===== src/clnw_pkg.sv =====
`default_nettype none
package clnw_pkg;

	// input command codes
	localparam logic [1:0] CMD_INIT  = 2'd0;
	localparam logic [1:0] CMD_CLEAR = 2'd1;
	localparam logic [1:0] CMD_CHAR  = 2'd2;

	// configuration register indexes
	localparam logic [1:0] CFG_STROBE_WIDTH   = 2'd0;
	localparam logic [1:0] CFG_COMMAND_SETTLE = 2'd1;
	localparam logic [1:0] CFG_DATA_SETTLE    = 2'd2;

	localparam int unsigned US_W = 20;

	localparam logic [US_W-1:0] STROBE_WIDTH_RST   = 20'd100;
	localparam logic [US_W-1:0] COMMAND_SETTLE_RST = 20'd200000;
	localparam logic [US_W-1:0] DATA_SETTLE_RST    = 20'd100;

	// LCD command bytes
	localparam logic [7:0] LCD_WAKE_A     = 8'b0011_0011;
	localparam logic [7:0] LCD_WAKE_B     = 8'b0011_0010;
	localparam logic [7:0] LCD_FUNC_SET   = 8'b0010_1000;
	localparam logic [7:0] LCD_DISPLAY_ON = 8'b0000_1100;
	localparam logic [7:0] LCD_ENTRY_MODE = 8'b0000_0100;
	localparam logic [7:0] LCD_ERASE      = 8'b0000_0001;
	localparam logic [7:0] LCD_HOME       = 8'b0000_0010;
	localparam logic [7:0] LCD_SET_DDRAM  = 8'b1000_0000;

	localparam logic [7:0] ROW_BASE_0 = 8'h00;
	localparam logic [7:0] ROW_BASE_1 = 8'h40;
	localparam logic [7:0] ROW_BASE_2 = 8'h14;
	localparam logic [7:0] ROW_BASE_3 = 8'h54;

	typedef enum logic [1:0] {
		JOB_INIT,
		JOB_CLEAR,
		JOB_CHAR
	} job_kind_t;

	// one classified transaction, as queued between front and back
	typedef struct packed {
		job_kind_t  kind;
		logic       need_addr;
		logic [7:0] addr;
		logic [7:0] char_code;
	} job_t;

	typedef struct packed {
		logic [US_W-1:0] strobe_width;
		logic [US_W-1:0] command_settle;
		logic [US_W-1:0] data_settle;
	} cfg_t;

	function automatic logic [7:0] row_base(input logic [1:0] line);
		logic [7:0] b;
		unique case (line)
			2'd0:    b = ROW_BASE_0;
			2'd1:    b = ROW_BASE_1;
			2'd2:    b = ROW_BASE_2;
			default: b = ROW_BASE_3;
		endcase
		return b;
	endfunction

	function automatic logic [7:0] init_byte(input logic [2:0] idx);
		logic [7:0] b;
		unique case (idx)
			3'd0:    b = LCD_WAKE_A;
			3'd1:    b = LCD_WAKE_B;
			3'd2:    b = LCD_FUNC_SET;
			3'd3:    b = LCD_DISPLAY_ON;
			default: b = LCD_ENTRY_MODE;
		endcase
		return b;
	endfunction

	// number of nibble strobes a job produces
	function automatic logic [3:0] job_nibbles(input job_t j);
		logic [3:0] n;
		unique case (j.kind)
			JOB_INIT:  n = 4'd10;
			JOB_CLEAR: n = 4'd4;
			JOB_CHAR:  n = j.need_addr ? 4'd4 : 4'd2;
			default:   n = 4'd2;
		endcase
		return n;
	endfunction

	function automatic logic [7:0] job_byte(input job_t j, input logic [2:0] bidx);
		logic [7:0] b;
		unique case (j.kind)
			JOB_INIT:  b = init_byte(bidx);
			JOB_CLEAR: b = (bidx == 3'd0) ? LCD_ERASE : LCD_HOME;
			JOB_CHAR:  b = (j.need_addr && bidx == 3'd0) ? j.addr : j.char_code;
			default:   b = j.char_code;
		endcase
		return b;
	endfunction

	// register select: only the character byte itself is data
	function automatic logic job_rs(input job_t j, input logic [2:0] bidx);
		return (j.kind == JOB_CHAR) && !(j.need_addr && bidx == 3'd0);
	endfunction

endpackage
`default_nettype wire


===== src/clnw_cmd_if.sv =====
`default_nettype none
interface clnw_cmd_if;
	logic       valid;
	logic       ready;
	logic [1:0] command;
	logic [7:0] char_code;
	logic       first_of_message;

	modport source (output valid, output command, output char_code,
		output first_of_message, input ready);
	modport sink (input valid, input command, input char_code,
		input first_of_message, output ready);
endinterface
`default_nettype wire


===== src/clnw_strobe_if.sv =====
`default_nettype none
interface clnw_strobe_if;
	logic        valid;
	logic        ready;
	logic        register_select;
	logic [3:0]  nibble;
	logic [19:0] pulse_us;
	logic [19:0] wait_after_us;
	logic        last;

	modport source (output valid, output register_select, output nibble,
		output pulse_us, output wait_after_us, output last, input ready);
	modport sink (input valid, input register_select, input nibble,
		input pulse_us, input wait_after_us, input last, output ready);
endinterface
`default_nettype wire


===== src/clnw_front.sv =====
`default_nettype none
module clnw_front #(
	parameter int unsigned CHARS_PER_LINE = 20,
	parameter int unsigned LINE_COUNT     = 4
) (
	input  wire logic          clk,
	input  wire logic          arst_n,
	clnw_cmd_if.sink           cmd_ch,
	input  wire logic          q_full,
	output clnw_pkg::job_t     push_job,
	output logic               push
);
	localparam int unsigned COL_W  = $clog2(CHARS_PER_LINE);
	localparam int unsigned LINE_W = $clog2(LINE_COUNT + 1);

	logic [COL_W-1:0]  col_q;
	logic [LINE_W-1:0] line_q;
	logic [COL_W-1:0]  eff_col;
	logic [LINE_W-1:0] eff_line;
	logic [2:0]        line3;
	logic              accept;
	logic              is_char;
	logic              full_disp;
	logic              col_wrap;

	assign cmd_ch.ready = !q_full;
	assign accept       = cmd_ch.valid && !q_full;
	assign is_char      = cmd_ch.command == clnw_pkg::CMD_CHAR;

	// first character of a message restarts at line 0, column 0
	assign eff_col   = cmd_ch.first_of_message ? '0 : col_q;
	assign eff_line  = cmd_ch.first_of_message ? '0 : line_q;
	assign full_disp = eff_line == LINE_W'(LINE_COUNT);
	assign col_wrap  = eff_col == COL_W'(CHARS_PER_LINE - 1);
	assign line3     = 3'(eff_line);

	always_comb begin
		push_job.kind      = clnw_pkg::JOB_CHAR;
		push_job.need_addr = eff_col == '0;
		push_job.addr      = clnw_pkg::LCD_SET_DDRAM + clnw_pkg::row_base(line3[1:0]);
		push_job.char_code = cmd_ch.char_code;
		push               = 1'b0;
		unique case (cmd_ch.command)
			clnw_pkg::CMD_INIT: begin
				push_job.kind = clnw_pkg::JOB_INIT;
				push          = accept;
			end
			clnw_pkg::CMD_CLEAR: begin
				push_job.kind = clnw_pkg::JOB_CLEAR;
				push          = accept;
			end
			clnw_pkg::CMD_CHAR: begin
				push = accept && !full_disp;
			end
			default: begin
				push = 1'b0;
			end
		endcase
	end

	always_ff @(posedge clk or negedge arst_n) begin
		if (!arst_n) begin
			col_q  <= '0;
			line_q <= '0;
		end else if (accept && is_char) begin
			if (full_disp) begin
				col_q  <= eff_col;
				line_q <= eff_line;
			end else if (col_wrap) begin
				col_q  <= '0;
				line_q <= eff_line + LINE_W'(1);
			end else begin
				col_q  <= eff_col + COL_W'(1);
				line_q <= eff_line;
			end
		end
	end
endmodule
`default_nettype wire


===== src/clnw_queue.sv =====
`default_nettype none
module clnw_queue (
	input  wire logic           clk,
	input  wire logic           arst_n,
	input  wire logic           push,
	input  wire clnw_pkg::job_t push_job,
	input  wire logic           pop,
	output clnw_pkg::job_t      head_job,
	output logic                head_valid,
	output logic                full
);
	localparam int unsigned DEPTH = 2;
	localparam int unsigned PTR_W = $clog2(DEPTH);
	localparam int unsigned CNT_W = $clog2(DEPTH + 1);

	clnw_pkg::job_t    mem_q [DEPTH];
	logic [PTR_W-1:0]  wr_q;
	logic [PTR_W-1:0]  rd_q;
	logic [CNT_W-1:0]  cnt_q;
	logic              do_pop;

	assign full       = cnt_q == CNT_W'(DEPTH);
	assign head_valid = cnt_q != '0;
	assign head_job   = mem_q[rd_q];
	assign do_pop     = pop && head_valid;

	always_ff @(posedge clk) begin
		if (push) begin
			mem_q[wr_q] <= push_job;
		end
	end

	always_ff @(posedge clk or negedge arst_n) begin
		if (!arst_n) begin
			wr_q  <= '0;
			rd_q  <= '0;
			cnt_q <= '0;
		end else begin
			if (push) begin
				wr_q <= (wr_q == PTR_W'(DEPTH - 1)) ? '0 : wr_q + PTR_W'(1);
			end
			if (do_pop) begin
				rd_q <= (rd_q == PTR_W'(DEPTH - 1)) ? '0 : rd_q + PTR_W'(1);
			end
			if (push && !do_pop) begin
				cnt_q <= cnt_q + CNT_W'(1);
			end else if (do_pop && !push) begin
				cnt_q <= cnt_q - CNT_W'(1);
			end
		end
	end
endmodule
`default_nettype wire


===== src/clnw_back.sv =====
`default_nettype none
module clnw_back (
	input  wire logic           clk,
	input  wire logic           arst_n,
	input  wire clnw_pkg::cfg_t cfg,
	input  wire clnw_pkg::job_t head_job,
	input  wire logic           head_valid,
	output logic                pop,
	clnw_strobe_if.source       strobe_ch
);
	logic [3:0]  nib_q;
	logic        out_valid_q;
	logic        load;
	logic        final_nib;
	logic [2:0]  bidx;
	logic [7:0]  cur_byte;
	logic        cur_rs;
	logic        low_half;

	logic                      rs_q;
	logic [3:0]                nibble_q;
	logic [clnw_pkg::US_W-1:0] pulse_q;
	logic [clnw_pkg::US_W-1:0] wait_q;
	logic                      last_q;

	assign bidx      = nib_q[3:1];
	assign low_half  = nib_q[0];
	assign cur_byte  = clnw_pkg::job_byte(head_job, bidx);
	assign cur_rs    = clnw_pkg::job_rs(head_job, bidx);
	assign final_nib = nib_q == clnw_pkg::job_nibbles(head_job) - 4'd1;
	assign load      = head_valid && (!out_valid_q || strobe_ch.ready);
	assign pop       = load && final_nib;

	always_ff @(posedge clk or negedge arst_n) begin
		if (!arst_n) begin
			nib_q       <= '0;
			out_valid_q <= 1'b0;
		end else begin
			if (load) begin
				nib_q <= final_nib ? 4'd0 : nib_q + 4'd1;
			end
			if (load) begin
				out_valid_q <= 1'b1;
			end else if (strobe_ch.ready) begin
				out_valid_q <= 1'b0;
			end
		end
	end

	always_ff @(posedge clk) begin
		if (load) begin
			rs_q     <= cur_rs;
			nibble_q <= low_half ? cur_byte[3:0] : cur_byte[7:4];
			pulse_q  <= cfg.strobe_width;
			if (!low_half) begin
				wait_q <= '0;
			end else begin
				wait_q <= cur_rs ? cfg.data_settle : cfg.command_settle;
			end
			last_q   <= final_nib;
		end
	end

	assign strobe_ch.valid           = out_valid_q;
	assign strobe_ch.register_select = rs_q;
	assign strobe_ch.nibble          = nibble_q;
	assign strobe_ch.pulse_us        = pulse_q;
	assign strobe_ch.wait_after_us   = wait_q;
	assign strobe_ch.last            = last_q;
endmodule
`default_nettype wire


===== src/char_lcd_nibble_writer_core.sv =====
// Channel     Role   Transaction
// ---------   ----   ---------------------------------------------------------
// cmd_ch      sink   command (init / clear / char), char_code, first_of_message
// strobe_ch   source register_select, nibble, pulse_us, wait_after_us, last
// cfg_*       write  register index, 20-bit data, no read-back
//
// One nibble strobe leaves the output register per cycle while a job is
// queued and strobe_ch is ready; a job has 10 nibbles for init, 4 for clear,
// 2 or 4 for a char. The back sequencer has a single output register.
// cmd_ch takes a transaction whenever the two-entry job queue has room, also
// while a strobe stalls at the output. Reset clears the text position, the
// queue and the output, and loads the register defaults.
`default_nettype none
module char_lcd_nibble_writer_core #(
	parameter int unsigned CHARS_PER_LINE = 20,
	parameter int unsigned LINE_COUNT     = 4
) (
	input  wire logic        clk,
	input  wire logic        arst_n,
	clnw_cmd_if.sink         cmd_ch,
	clnw_strobe_if.source    strobe_ch,
	input  wire logic        cfg_we,
	input  wire logic [1:0]  cfg_index,
	input  wire logic [19:0] cfg_wdata
);
	clnw_pkg::cfg_t cfg_q;
	clnw_pkg::job_t push_job;
	clnw_pkg::job_t head_job;
	logic           push;
	logic           pop;
	logic           q_full;
	logic           head_valid;

	// Configuration registers; an index beyond the list is dropped.
	always_ff @(posedge clk or negedge arst_n) begin
		if (!arst_n) begin
			cfg_q.strobe_width   <= clnw_pkg::STROBE_WIDTH_RST;
			cfg_q.command_settle <= clnw_pkg::COMMAND_SETTLE_RST;
			cfg_q.data_settle    <= clnw_pkg::DATA_SETTLE_RST;
		end else if (cfg_we) begin
			unique case (cfg_index)
				clnw_pkg::CFG_STROBE_WIDTH:   cfg_q.strobe_width   <= cfg_wdata;
				clnw_pkg::CFG_COMMAND_SETTLE: cfg_q.command_settle <= cfg_wdata;
				clnw_pkg::CFG_DATA_SETTLE:    cfg_q.data_settle    <= cfg_wdata;
				default: begin
				end
			endcase
		end
	end

	// Front: classifies each transaction and tracks the text position.
	clnw_front #(
		.CHARS_PER_LINE (CHARS_PER_LINE),
		.LINE_COUNT     (LINE_COUNT)
	) u_front (
		.clk      (clk),
		.arst_n   (arst_n),
		.cmd_ch   (cmd_ch),
		.q_full   (q_full),
		.push_job (push_job),
		.push     (push)
	);

	// Short job queue decoupling intake from strobe generation.
	clnw_queue u_queue (
		.clk        (clk),
		.arst_n     (arst_n),
		.push       (push),
		.push_job   (push_job),
		.pop        (pop),
		.head_job   (head_job),
		.head_valid (head_valid),
		.full       (q_full)
	);

	// Back: walks each job's bytes, high nibble then low nibble.
	clnw_back u_back (
		.clk        (clk),
		.arst_n     (arst_n),
		.cfg        (cfg_q),
		.head_job   (head_job),
		.head_valid (head_valid),
		.pop        (pop),
		.strobe_ch  (strobe_ch)
	);
endmodule
`default_nettype wire

===== src/flat_wrapper.sv =====
// flat-port wrapper written by rule: the top's interface ports become plain ports
module char_lcd_nibble_writer_core_flat 
#(
	parameter int unsigned CHARS_PER_LINE = 20,
	parameter int unsigned LINE_COUNT     = 4
)
  (clk, arst_n, cfg_we, cfg_index, cfg_wdata, cmd_ch_valid, cmd_ch_command, cmd_ch_char_code, cmd_ch_first_of_message, cmd_ch_ready, strobe_ch_valid, strobe_ch_register_select, strobe_ch_nibble, strobe_ch_pulse_us, strobe_ch_wait_after_us, strobe_ch_last, strobe_ch_ready);
  clnw_cmd_if cmd_ch_i ();
  clnw_strobe_if strobe_ch_i ();
  input  wire logic clk;
  input  wire logic arst_n;
  input  wire logic cfg_we;
  input  wire logic [1:0] cfg_index;
  input  wire logic [19:0] cfg_wdata;
  input wire logic [$bits(cmd_ch_i.valid)-1:0] cmd_ch_valid;
  input wire logic [$bits(cmd_ch_i.command)-1:0] cmd_ch_command;
  input wire logic [$bits(cmd_ch_i.char_code)-1:0] cmd_ch_char_code;
  input wire logic [$bits(cmd_ch_i.first_of_message)-1:0] cmd_ch_first_of_message;
  output wire logic [$bits(cmd_ch_i.ready)-1:0] cmd_ch_ready;
  output wire logic [$bits(strobe_ch_i.valid)-1:0] strobe_ch_valid;
  output wire logic [$bits(strobe_ch_i.register_select)-1:0] strobe_ch_register_select;
  output wire logic [$bits(strobe_ch_i.nibble)-1:0] strobe_ch_nibble;
  output wire logic [$bits(strobe_ch_i.pulse_us)-1:0] strobe_ch_pulse_us;
  output wire logic [$bits(strobe_ch_i.wait_after_us)-1:0] strobe_ch_wait_after_us;
  output wire logic [$bits(strobe_ch_i.last)-1:0] strobe_ch_last;
  input wire logic [$bits(strobe_ch_i.ready)-1:0] strobe_ch_ready;
  assign cmd_ch_i.valid = cmd_ch_valid;
  assign cmd_ch_i.command = cmd_ch_command;
  assign cmd_ch_i.char_code = cmd_ch_char_code;
  assign cmd_ch_i.first_of_message = cmd_ch_first_of_message;
  assign cmd_ch_ready = cmd_ch_i.ready;
  assign strobe_ch_valid = strobe_ch_i.valid;
  assign strobe_ch_register_select = strobe_ch_i.register_select;
  assign strobe_ch_nibble = strobe_ch_i.nibble;
  assign strobe_ch_pulse_us = strobe_ch_i.pulse_us;
  assign strobe_ch_wait_after_us = strobe_ch_i.wait_after_us;
  assign strobe_ch_last = strobe_ch_i.last;
  assign strobe_ch_i.ready = strobe_ch_ready;
  char_lcd_nibble_writer_core #(.CHARS_PER_LINE(CHARS_PER_LINE), .LINE_COUNT(LINE_COUNT)) u_core (.clk(clk), .arst_n(arst_n), .cmd_ch(cmd_ch_i), .strobe_ch(strobe_ch_i), .cfg_we(cfg_we), .cfg_index(cfg_index), .cfg_wdata(cfg_wdata));
endmodule

===== config.mk =====
export PLATFORM = sky130hd
export DESIGN_NAME = char_lcd_nibble_writer_core_flat
export DESIGN_NICKNAME = d
export VERILOG_FILES = /design/src/clnw_pkg.sv /design/src/clnw_cmd_if.sv /design/src/clnw_strobe_if.sv /design/src/clnw_front.sv /design/src/clnw_queue.sv /design/src/clnw_back.sv /design/src/char_lcd_nibble_writer_core.sv /design/src/flat_wrapper.sv
export SDC_FILE = /design/constraint.sdc
export NUM_CORES = 1
export LEC_CHECK = 0
export ABC_AREA = 1
export BUFFER_PORTS_ARGS = -buffer_cell sky130_fd_sc_hd__buf_2
export CAP_MARGIN = 20
export CORE_ASPECT_RATIO = 0.6
export CORE_MARGIN = 1
export CORE_UTILIZATION = 40
export CTS_CLUSTER_DIAMETER = 60
export CTS_CLUSTER_SIZE = 28
export DETAILED_ROUTE_END_ITERATION = 10
export PLACE_DENSITY = 0.66
export SLEW_MARGIN = 40
export SYNTH_ARGS = -nofsm -noshare
export SYNTH_HDL_FRONTEND = slang
export SYNTH_SLANG_ARGS = --single-unit

===== constraint.sdc =====
create_clock -name clk -period 2.2 [get_ports clk]
set_input_delay 0.22 -clock clk [delete_from_list [all_inputs] [get_ports clk]]
set_output_delay 0.22 -clock clk [all_outputs]
set_load 0.03 [all_outputs]

Word level (Yosys, flattened, before mapping)
Memories as Yosys holds them, arrays and structs flattened.
Index checks and enable logic that the tools add are counted.
{"block": "word_totals", "out_inout_bits": 48, "mem_bits_rw": 38, "input_bits": 38, "wordCells": 96, "n_memories": 1, "regBits": 123}
{"block": "op_classes", "n_eq_ne": 15, "reduce_logical": 30, "add_sub_neg": 9, "n_mux": 26}
{"name": "u_core.u_queue.mem_q", "depth": 2, "width": 19, "read_ports": 1, "rd_clocked_by_memory_dff": 0, "write_ports": 1, "line": "clnw_queue.sv:16", "text": "clnw_pkg::job_t mem_q [DEPTH];"}
{"op": "$pmux 6 s4", "n": 1}
{"op": "$pmux 8 s3", "n": 1}
{"op": "$pmux 7 s3", "n": 1}
{"op": "$mux 20", "n": 1}
{"op": "$mux 5", "n": 3}
{"op": "$mux 3", "n": 4}
{"op": "$pmux 4 s3", "n": 1}
{"op": "$eq 2x2->1 const B", "n": 5}
{"op": "$logic_and 1x1->1", "n": 10}
{"op": "$add 8x8->8 const A", "n": 1}
{"op": "$eq 2x1->1 const B", "n": 4}
{"op": "$logic_not 2->1", "n": 4}
{"op": "$mux 4", "n": 2}
{"op": "$mux 8", "n": 1}
{"op": "$eq 3x2->1 const B", "n": 2}
{"op": "$logic_not 1->1", "n": 6}
{"op": "$mux 1", "n": 6}
{"op": "$mux 2", "n": 3}
{"op": "$reduce_and 2->1", "n": 3}
{"op": "$reduce_bool 2->1", "n": 3}
{"op": "$add 5x1->5 const B", "n": 1}
{"op": "$eq 5x5->1 const B", "n": 1}
{"op": "$logic_not 5->1", "n": 1}
{"op": "$add 4x1->4 const B", "n": 1}
{"op": "other kinds (13)", "n": 14}

Logic depth before layout (Yosys ltp)
Gate-level depths: netlist of the first run.
An unclocked memory read counts as a cell.
{"block": "depth", "ltp_word": 10, "mapped_depth": 13, "ltp_nobuf": 12}

By module
A second synthesis of the first run with hierarchy kept.
{"block": "unflattened", "hier_cells": 739, "area_unflattened_um2": 7146.9}
{"module": "char_lcd_nibble_writer_core", "n_inst": 1, "cells_each": 269, "seq_area_each_um2": 1516.5, "area_per_inst_um2": 2462.4}
{"module": "clnw_back", "n_inst": 1, "cells_each": 227, "seq_area_each_um2": 1506.4, "area_per_inst_um2": 2284.7}
{"module": "clnw_queue", "n_inst": 1, "cells_each": 127, "seq_area_each_um2": 1241.2, "area_per_inst_um2": 1601.5}
{"module": "clnw_front", "n_inst": 1, "cells_each": 116, "seq_area_each_um2": 200.2, "area_per_inst_um2": 798.3}

Least setup slack after synthesis of the first run
OpenSTA, ideal clock, no wires.
{"block": "synth_timing", "kind": "reg-to-reg", "startpoint": "register u_core.u_back.out_valid_q, in the netlist u_core.u_back.strobe_ch.valid", "endpoint": "register u_core.u_queue.cnt_q[1]", "required_ns": 2.069, "arrival_ns": 2.426, "setup_time_ns": 0.131, "path_buffers": 0, "period_less_slack_ns": 2.557, "stages_incl_launch_ff": 9, "slack_ns": -0.357, "path_cell_list": "dfrtp_1 -> inv_1 -> nor2_1 -> a21oi_4 -> nand3_2 -> ha_1 -> a21oi_1 -> o21ai_0 -> xor2_1"}
{"block": "synth_between", "elab_chain_cells": 8, "word_cells_on_any_way": 10, "cone_classes": "1 x mux; 9 x reduce/logical"}
{"item": "start, declared", "line": "clnw_back.sv:12", "text": "logic out_valid_q;"}
{"item": "start signal, assigned", "line": "clnw_back.sv:37", "text": "out_valid_q <= 1'b0;"}
{"item": "start signal, assigned", "line": "clnw_back.sv:43", "text": "out_valid_q <= 1'b1;"}
{"item": "start signal, assigned", "line": "clnw_back.sv:45", "text": "out_valid_q <= 1'b0;"}
{"item": "$logic_not 1->1 *", "line": "clnw_back.sv:31", "text": "assign load = head_valid && (!out_valid_q || strobe_ch.ready);"}
{"item": "$logic_or 1x1->1 *", "line": "clnw_back.sv:31"}
{"item": "$logic_and 1x1->1 *", "line": "clnw_back.sv:31"}
{"item": "net u_core.u_back.load", "line": "clnw_back.sv:13", "text": "logic load;"}
{"item": "$logic_and 1x1->1 *", "line": "clnw_back.sv:32", "text": "assign pop = load && final_nib;"}
{"item": "$logic_and 1x1->1 *", "line": "clnw_queue.sv:25", "text": "assign do_pop = pop && head_valid;"}
{"item": "$logic_not 1->1", "line": "clnw_queue.sv:45", "text": "if (push && !do_pop) begin"}
{"item": "$logic_and 1x1->1", "line": "clnw_queue.sv:45"}
{"item": "$mux 2 or $reduce_bool 2->1 (tied branches)"}
{"item": "end signal, assigned", "line": "clnw_queue.sv:46", "text": "cnt_q <= cnt_q + CNT_W'(1);"}
{"item": "end signal, assigned", "line": "clnw_queue.sv:48", "text": "cnt_q <= cnt_q - CNT_W'(1);"}
{"item": "end, declared", "line": "clnw_queue.sv:19", "text": "logic [CNT_W-1:0] cnt_q;"}
The timed path passes the listed nets; every way through them passes the cells marked *.
A chain may end at the register's enable or synchronous reset.

Worst setup path after layout of the first run
{"block": "layout_timing", "startpoint": "register u_core.u_queue.rd_q", "endpoint": "register u_core.u_queue.cnt_q[1]"}
{"block": "layout_between", "elab_chain_cells": 10, "word_cells_on_any_way": 15, "cone_classes": "1 x add/sub; 3 x eq/ne; 3 x mux; 7 x reduce/logical; 1 x memory"}
{"item": "start, declared", "line": "clnw_queue.sv:18", "text": "logic [PTR_W-1:0] rd_q;"}
{"item": "start signal, assigned", "line": "clnw_queue.sv:43", "text": "rd_q <= (rd_q == PTR_W'(DEPTH - 1)) ? '0 : rd_q + PTR_W'(1);"}
{"item": "$mem_v2 2x19 *"}
{"item": "$eq 2x2->1, or another cell as far along", "line": "clnw_pkg.sv:81", "text": "unique case (j.kind)"}
{"item": "$pmux 4 s3 *", "line": "clnw_pkg.sv:81"}
{"item": "$sub 4x1->4 *", "line": "clnw_back.sv:30", "text": "assign final_nib = nib_q == clnw_pkg::job_nibbles(head_job) - 4'd1;"}
{"item": "$eq 4x4->1 *", "line": "clnw_back.sv:30"}
{"item": "$logic_and 1x1->1 *", "line": "clnw_back.sv:32"}
{"item": "$logic_and 1x1->1 *", "line": "clnw_queue.sv:25"}
{"item": "$logic_not 1->1", "line": "clnw_queue.sv:45"}
{"item": "$logic_and 1x1->1", "line": "clnw_queue.sv:45"}
{"item": "$mux 2 or $reduce_bool 2->1 (tied branches)"}
Every way passes the cells marked *; elsewhere a longest branch is shown, timed or not.

==> results of run 1 <==
-- synth_stat cells (all sizes together) --
| library cell | number | area [sq um] |
|---|---|---|
| a21boi | 1 | 7.51 |
| a21oi | 3 | 26.3 |
| a31oi | 1 | 6.26 |
| and2 | 1 | 6.26 |
| buf | 9 | 78.8 |
| clkbuf | 14 | 52.6 |
| dfrtp | 65 | 1630 |
| dfstp | 12 | 315 |
| edfxtp | 72 | 2160 |
| ha | 6 | 75.1 |
| inv | 62 | 238 |
| nand2 | 154 | 613 |
| nand3 | 21 | 123 |
| nand3b | 2 | 15.0 |
| nand4 | 6 | 37.5 |
| nor2 | 60 | 254 |
| nor3 | 2 | 15.0 |
| o21ai | 97 | 485 |
| o22ai | 1 | 12.5 |
| or2 | 3 | 18.8 |
| xnor2 | 2 | 17.5 |
| xor2 | 5 | 43.8 |
-- sequential cells by signal (all words and copies together) (netlist names) --
register / flops
u_core.cfg_q: 60
u_core.u_queue.wr_q: 1
u_core.u_back.strobe_ch.wait_after_us: 20
u_core.u_back.strobe_ch.pulse_us: 20
u_core.u_back.nib_q: 4
u_core.u_back.strobe_ch.nibble: 4
u_core.u_front.col_q: 5
u_core.u_back.strobe_ch.last: 1
u_core.u_queue.cnt_q: 2
u_core.u_back.strobe_ch.valid: 1
u_core.u_queue.rd_q: 1
u_core.u_queue.mem_q: 26
u_core.u_front.line_q: 3
u_core.u_back.strobe_ch.register_select: 1
-- area by class of cell --
class                           instances  area (sq um)  share of cell area [%]
Clock inverter                         14           118                    1.55
Inverter                               62           238                    3.14
Multi-Input combinational cell        365          1780                    23.5
Sequential cell                       149          4110                    54.2
Clock buffer                           18           450                    5.95
Timing Repair Buffer                  108           636                    8.40
Tap cell                              198           248                    3.27
-- layer usage --
| metal | part of all wire [%] | wire (um) | global-route usage [%] | vias up |
|---|---|---|---|---|
| li1 | - | - | - | 2172 |
| met1 | 51 | 6850 | 26.7 | 2055 |
| met2 | 43 | 5840 | 26.4 | 120 |
| met3 | 4.8 | 648 | 3.24 | 15 |
| met4 | 1.2 | 156 | 6.47 | 0 |
| met5 | 0 | 0 | 0 | - |
-- metrics by stage --
step / TNS (ps) / instances / hold WS (ps) / utilization (%)
after global placement: 0 / 873 / 220 / 46.6
after floorplan: -310 / 599 / -75.6 / -
after CTS: 0 / 914 / 0.496 / 51.0
after detailed placement: 0 / 873 / 229 / 46.6
final: 0 / 914 / 17.8 / 51.0
after global routing: 0 / 914 / 9.78 / 51.0
-- critical path: stages, from the launching register on --
cell and delay (ps):
dfrtp_2 490, inv_4 130, nand2_1 60, nand2_1 140, nand2_1 70, nand2_1 60
nand3_1 60, nand2_1 120, nand3_2 120, ha_4 250, a21oi_2 90, o21ai_1 80
xor2_1 140
-- power groups by stage --
stage / Combinational, uW / Clock (uW) / Sequential, uW
floorplan: 1810 / 0 / 5110
detailed placement: 3590 / 0 / 4340
global route: 3970 / 2910 / 4390
CTS: 3630 / 2800 / 4300
finish: 3590 / 2740 / 4300
global placement: 3530 / 0 / 4330
-- kinds of logic (layout without fill, tap and decap cells) --
family                     Yosys count  after routing  synth area share [%]
xor gates and xnor gates             7              7                 0.984
adders and majority gates            6              6                  1.21
and+or+nand+nor                    249            249                  17.4
DFF                                149            149                  65.9
AOI/OAI and AO/OA                  103            103                  8.64
buffers and inverters               85            202                  5.92
-- timing repair --
| action | in CTS | in global routing |
|---|---|---|
| gates resized for setup | 0 | 1 |
| endpoints found under the setup margin | 0 | 1 |
| hold buffers | 9 | 0 |
| endpoints found under the hold margin | 45 | 0 |
-- how the worst min path moves through the flow --
stage / slack, ps / cells past startpoint / end
global placement: 220 / 1 / u_core.u_front.col_q[4]
finish: 20 / 1 / u_core.u_queue.mem_q[1][7]
global route: 10 / 1 / u_core.u_queue.mem_q[0][7]
floorplan: -80 / 0 / u_core.cfg_q[0]
CTS: 0.5 / 1 / u_core.u_queue.mem_q[0][7]
detailed placement: 230 / 1 / u_core.u_front.col_q[4]
==> results_dict.tcl, run 1 <==
set metrics [dict create \
    ys_ff_latch 149 \
    clock-skew-final_ps 12.6 \
    path_clk_slew_ps 70 \
    place_area_sq_mm 0.00691 \
    nFillCells 1290 \
    crit_type "register to register" \
    post-place-ws_ps 208 \
    fmax_mhz 514 \
    wl_um 13500 \
    maxSlewViolCount 0 \
    ys_seq_area_share_pct 65.9 \
    hp-class "input pin to register" \
    r2r_slack_ps 250 \
    powerDensity_mw_per_mm2 1400 \
    timing_hold_violations_final 0 \
    hpwl_um 9080 \
    cp-start-kind "register" \
    portBuffers 85 \
    initial_core_util_pct 42.0 \
    viasPerCell 4.77 \
    drive_gt1_share_pct 24.4 \
    antenna_found_initial 0 \
    synth.distinct_cells 37 \
    clockBufferDepth 2 \
    grt_pass1_wl_um 22100 \
    rsz0062_at_grt "no" \
    critical_path.endpoint "u_core.u_queue.cnt_q[1]" \
    track_usage_pct 18.0 \
    critPathCaptureType "register" \
    timing.slew.headroom_pct 63.6 \
    crit_start "u_core.u_queue.rd_q" \
    layout_commonest_cell "nand2_1" \
    critPathRequiredTime_ps 2480 \
    setup_viol 0 \
    nNetsFinal 747 \
    globalplace.congestion 0.836 \
    numCtsBuffers 17 \
    p_int_uw 6510 \
    drv_cap 0 \
    crit_fanout 11 \
    arrival_ps 2230 \
    leakage_uw 0.00349 \
    clock_latency_ps 410 \
    firstDrtPassIters 5 \
    final_cell_mix "nand2_1, o21ai_0, buf_2, edfxtp_1, dfrtp_1" \
    layout_setup_ws_ps 255 \
    grt_pass1_vias 4325 \
    p_clk_share_pct 25.8 \
    grt_overflow_total 0 \
    htreeDepth 4 \
    fin_crit_sh_pct 88.4 \
    dieArea_sq_mm 0.0161 \
    postCtsSetupRepairBufs 0 \
    comb_power_share_pct 33.8 \
    die_w_um 163 \
    rr_worst_depth 12 \
    cts_root_buffer "clkbuf_16" \
    design_area_sq_mm 0.00757 \
    ioPinCount 86 \
    area_growth_pct 21.5 \
    postSynthAreaPerCell_sq_um 10.4 \
    cts_tree "done" \
    diodes 0 \
    vias 4362 \
    drtIter0Drc 303 \
    timing.rr.end "u_core.u_queue.cnt_q[1]" \
    p_sw_uw 4120 \
    status "finished clean" \
    row_count 34 \
    synth_nets 643 \
    core_sq_mm 0.0148 \
    power_frac_seq_pct 40.5 \
    wire_per_inst_um 14.8 \
    drc 0 \
    dieHeight_um 98.7 \
    rr_startpoint "u_core.u_queue.rd_q" \
    syn-cell-area_sq_mm 0.00623 \
    syn_inst 599 \
    min_period_ps 1950 \
    ir_worst_vdd_v 0.000692 \
    p_sw_share_pct 38.8 \
    finalPower_uw 10600 \
    drtAntennaViolNets 0 \
    cts.sinks 149 \
    worst_pin_slew_ps 545 \
    grt_max_degree 53 \
    hp-start "cmd_ch_char_code[7]" \
    ys_warn_count 0 \
]
No activity file was read; power rests on OpenSTA's default activity.
==> run 2: changes to the inputs <==
--- a/config.mk
+++ b/config.mk
@@ -5,7 +5,7 @@
 export SDC_FILE = /design/constraint.sdc
 export NUM_CORES = 1
 export LEC_CHECK = 0
-export ABC_AREA = 1
+export ABC_AREA = 0
 export BUFFER_PORTS_ARGS = -buffer_cell sky130_fd_sc_hd__buf_2
 export CAP_MARGIN = 20
 export CORE_ASPECT_RATIO = 0.6
@@ -15,6 +15,7 @@
 export CTS_CLUSTER_SIZE = 28
 export DETAILED_ROUTE_END_ITERATION = 10
 export PLACE_DENSITY = 0.66
+export SKIP_LAST_GASP = 1
 export SLEW_MARGIN = 40
 export SYNTH_ARGS = -nofsm -noshare
 export SYNTH_HDL_FRONTEND = slang
==> run 2 against run 1 <==
The flow now finishes with violations (negative setup slack). Worst setup slack lost 320 ps. Area after synthesis shrank 1.1%. Non-clock buffer count grew 9. Global-route usage shrank 0.34 points. Via count shrank 10%.
==> results_dict.tcl, run 2 <==
set metrics [dict create \
    grt_overflow_total 0 \
    grt_pass1_vias 4038 \
    clockBufferDepth 2 \
    layout_commonest_cell "buf_2" \
    leakage_uw 0.00319 \
    numCtsBuffers 17 \
    crit_type "register to register" \
    syn_inst 429 \
    powerDensity_mw_per_mm2 1350 \
    ioPinCount 86 \
    synth.top_cell.area_share_pct 35.1 \
    met1_length_um 6250 \
    syn-cell-area_sq_mm 0.00616 \
    synthArstFlopShare_pct 51.7 \
    ys_warn_count 0 \
    path_cells "buf_12 > mux2_2 > nor2_1 > a31o_1 > o2111ai_2 > ha_4 > xor2_1 > nor2_2 > xor2_1" \
    regMostFlops "u_core.cfg_q" \
    largest_reg_flops 60 \
    ys_top_cells_by_count "edfxtp_1, mux2_2, dfrtp_1" \
    crit_fanout 7 \
    rsz0062_at_grt "yes" \
    initial_core_util_pct 41.7 \
    rr_startpoint "u_core.u_queue.rd_q" \
    crit_slowest_cell "dfrtp_1" \
    ys_seq_area_share_pct 66.6 \
    final_cells 757 \
    cts_root_buffer "clkbuf_16" \
    ys_ff_latch 149 \
    synth_top_area_cell "edfxtp_1" \
    portBuffers 85 \
    area_growth_pct 24.9 \
    p_sw_share_pct 35.2 \
    critPathRequiredTime_ps 2540 \
    cpMostUsedCell "xor2_1" \
    dieArea_sq_mm 0.0159 \
    fin_util_pct 52.1 \
    fin_crit_sh_pct 103 \
    globalplace.congestion 0.834 \
    wire_per_inst_um 17.1 \
    power_frac_seq_pct 41.9 \
    p_clk_share_pct 27.4 \
    cts_tree "done" \
    clock_latency_ps 410 \
    drv_cap 0 \
    p_sw_uw 3660 \
    cts.sinks 149 \
    core_sq_mm 0.0148 \
    postSynthAreaPerCell_sq_um 14.4 \
    crit_start "u_core.u_queue.rd_q" \
    yosysMostFrequentCell "edfxtp_1" \
    row_count 34 \
    antenna_found_initial 0 \
    drtIter0Drc 168 \
    cp-start-kind "register" \
    drive_gt1_share_pct 42.6 \
    hp-start "cmd_ch_command[1]" \
    synth.area.top_cells "edfxtp_1, dfrtp_1, mux2_2" \
    synth_nets 473 \
    path_clk_slew_ps 60 \
    nNetsFinal 590 \
    reg_top3 "u_core.cfg_q: 60 flops, u_core.u_queue.mem_q: 26 flops" \
    fmax_mhz 441 \
    violations "negative setup slack" \
    arrival_ps 2610 \
    ir_worst_vdd_v 0.000702 \
    track_usage_pct 17.7 \
    synth_flop_cell "edfxtp_1" \
    clock-skew-final_ps 7.89 \
    post-place-ws_ps -78.5 \
    wl_um 12900 \
    grt_pass1_wl_um 21200 \
    drtAntennaViolNets 0 \
    viasPerCell 5.18 \
    final_cell_mix "buf_2, edfxtp_1, mux2_2, dfrtp_1, nand2_1" \
    die_w_um 162 \
    grt_max_degree 78 \
    maxSlewViolCount 0 \
    wl_met3_um 543 \
    vias 3923 \
    place_inst 714 \
    dieHeight_um 98.1 \
    comb_power_share_pct 30.7 \
    layout_setup_ws_ps -67.8 \
    firstDrtPassIters 4 \
    hp-class "input pin to register" \
    p_int_uw 6730 \
    timing.slew.headroom_pct 50.8 \
    highest-signal-layer "met4" \
    status "complete, but fails checks" \
    timing_hold_violations_final 0 \
    diodes 0 \
    slowest_delay_ps 400 \
    min_period_ps 2270 \
    worst_pin_slew_ps 738 \
    critPathCaptureType "register" \
    wl_met2_um 6030 \
    synth.distinct_cells 58 \
    synth-edff-count 72 \
    hpwl_um 8530 \
    htreeDepth 4 \
    drc 0 \
    setup_viol 1 \
]
[run 2: cell count changes in the layout (fill, tap and decap cells not counted), moves of 5 or more]
cell	delta
inv_1	-46
nand2_1	-87
a21boi_0	+14
nor2_1	-50
o21ai_0	-87
a21boi_1	+5
inv_2	-6
a21oi_1	+6
mux2_2	+68
inv_6	+5
nand2b_1	+6
nand3_1	-14
buf_4	+6
nand2_2	-5
[run 2: metal layers]
layer	track usage, %	vias up
li1	-	1806
met1	24.5	1993
met2	27.5	116
met3	4.25	8
met4	5.15	0
met5	0	-
[run 2: final timing paths]
path,cells past startpoint,slack (ps),endpoint
min in group asynchronous,2,390,u_core.u_front.col_q[4]
worst min register to register,0,450,u_core.u_back.strobe_ch.pulse_us[0]
worst max-delay path,9,-70,u_core.u_queue.cnt_q[1]
worst min-delay path,1,50,u_core.u_queue.mem_q[0][18]
worst max register to register,9,-70,u_core.u_queue.cnt_q[1]
max in group asynchronous,2,1270,u_core.u_back.strobe_ch.valid
[run 2: area by class of cell]
cell class	instances	area (sq um)
fill	1234	7070
inverter	10	42.5
sequential	149	4110
timing repair buffer	117	732
clock inverter	15	161
clock buffer	17	425
tap	198	248
multi-input combinational	251	1980
[run 2: logic make-up (layout without fill, tap and decap cells)]
family / count (synthesis) / after routing / share of synthesized area, %
multiplexers: 75 / 75 / 14.2
buffers and inverters: 29 / 159 / 2.01
flip-flops: 149 / 149 / 66.6
AO/OA/AOI/OAI: 62 / 62 / 7.39
XOR/XNOR: 6 / 6 / 0.853
AND/OR/NAND/NOR: 102 / 102 / 7.74
adder cells (fa/ha/maj): 6 / 6 / 1.22
[run 2: timing repair]
item	in CTS	in global routing
endpoints found under the hold margin	80	0
endpoints found under the setup margin	1	5
pin swaps	1	0
setup buffers	1	1
gates cloned	0	0
gates resized for setup	2	2
hold buffers	9	0
[run 2: power by group through the flow]
stage | sequential (uW) | combinational [uW] | clock, uW
final | 4350 | 3190 | 2840
after global routing | 4440 | 3450 | 3060
after CTS | 4350 | 3220 | 2930
after detailed placement | 4390 | 3170 | 0
after global placement | 4360 | 3090 | 0
after floorplan | 5030 | 1420 | 0
[run 2: critical path, delay by kind of cell, from the launching register on]
kind	cells	cell delay, ps
AOI/OAI and AO/OA	2	400
xor gates and xnor gates	2	300
adders and majority gates	1	200
buffers and inverters	1	150
DFF	1	400
muxes	1	380
and+or+nand+nor	2	370
[run 2: per-stage QoR]
step	power, uW	instance area, sq um	hold WS [ps]	TNS, ps
CTS	10500	7680	47.8	-59.8
detailed placement	7560	6980	311	-78.5
floorplan	6450	6190	-75.6	-12.2
global route	11000	7700	50.6	-150
global placement	7450	6980	407	0
finish	10400	7700	54.3	-67.8
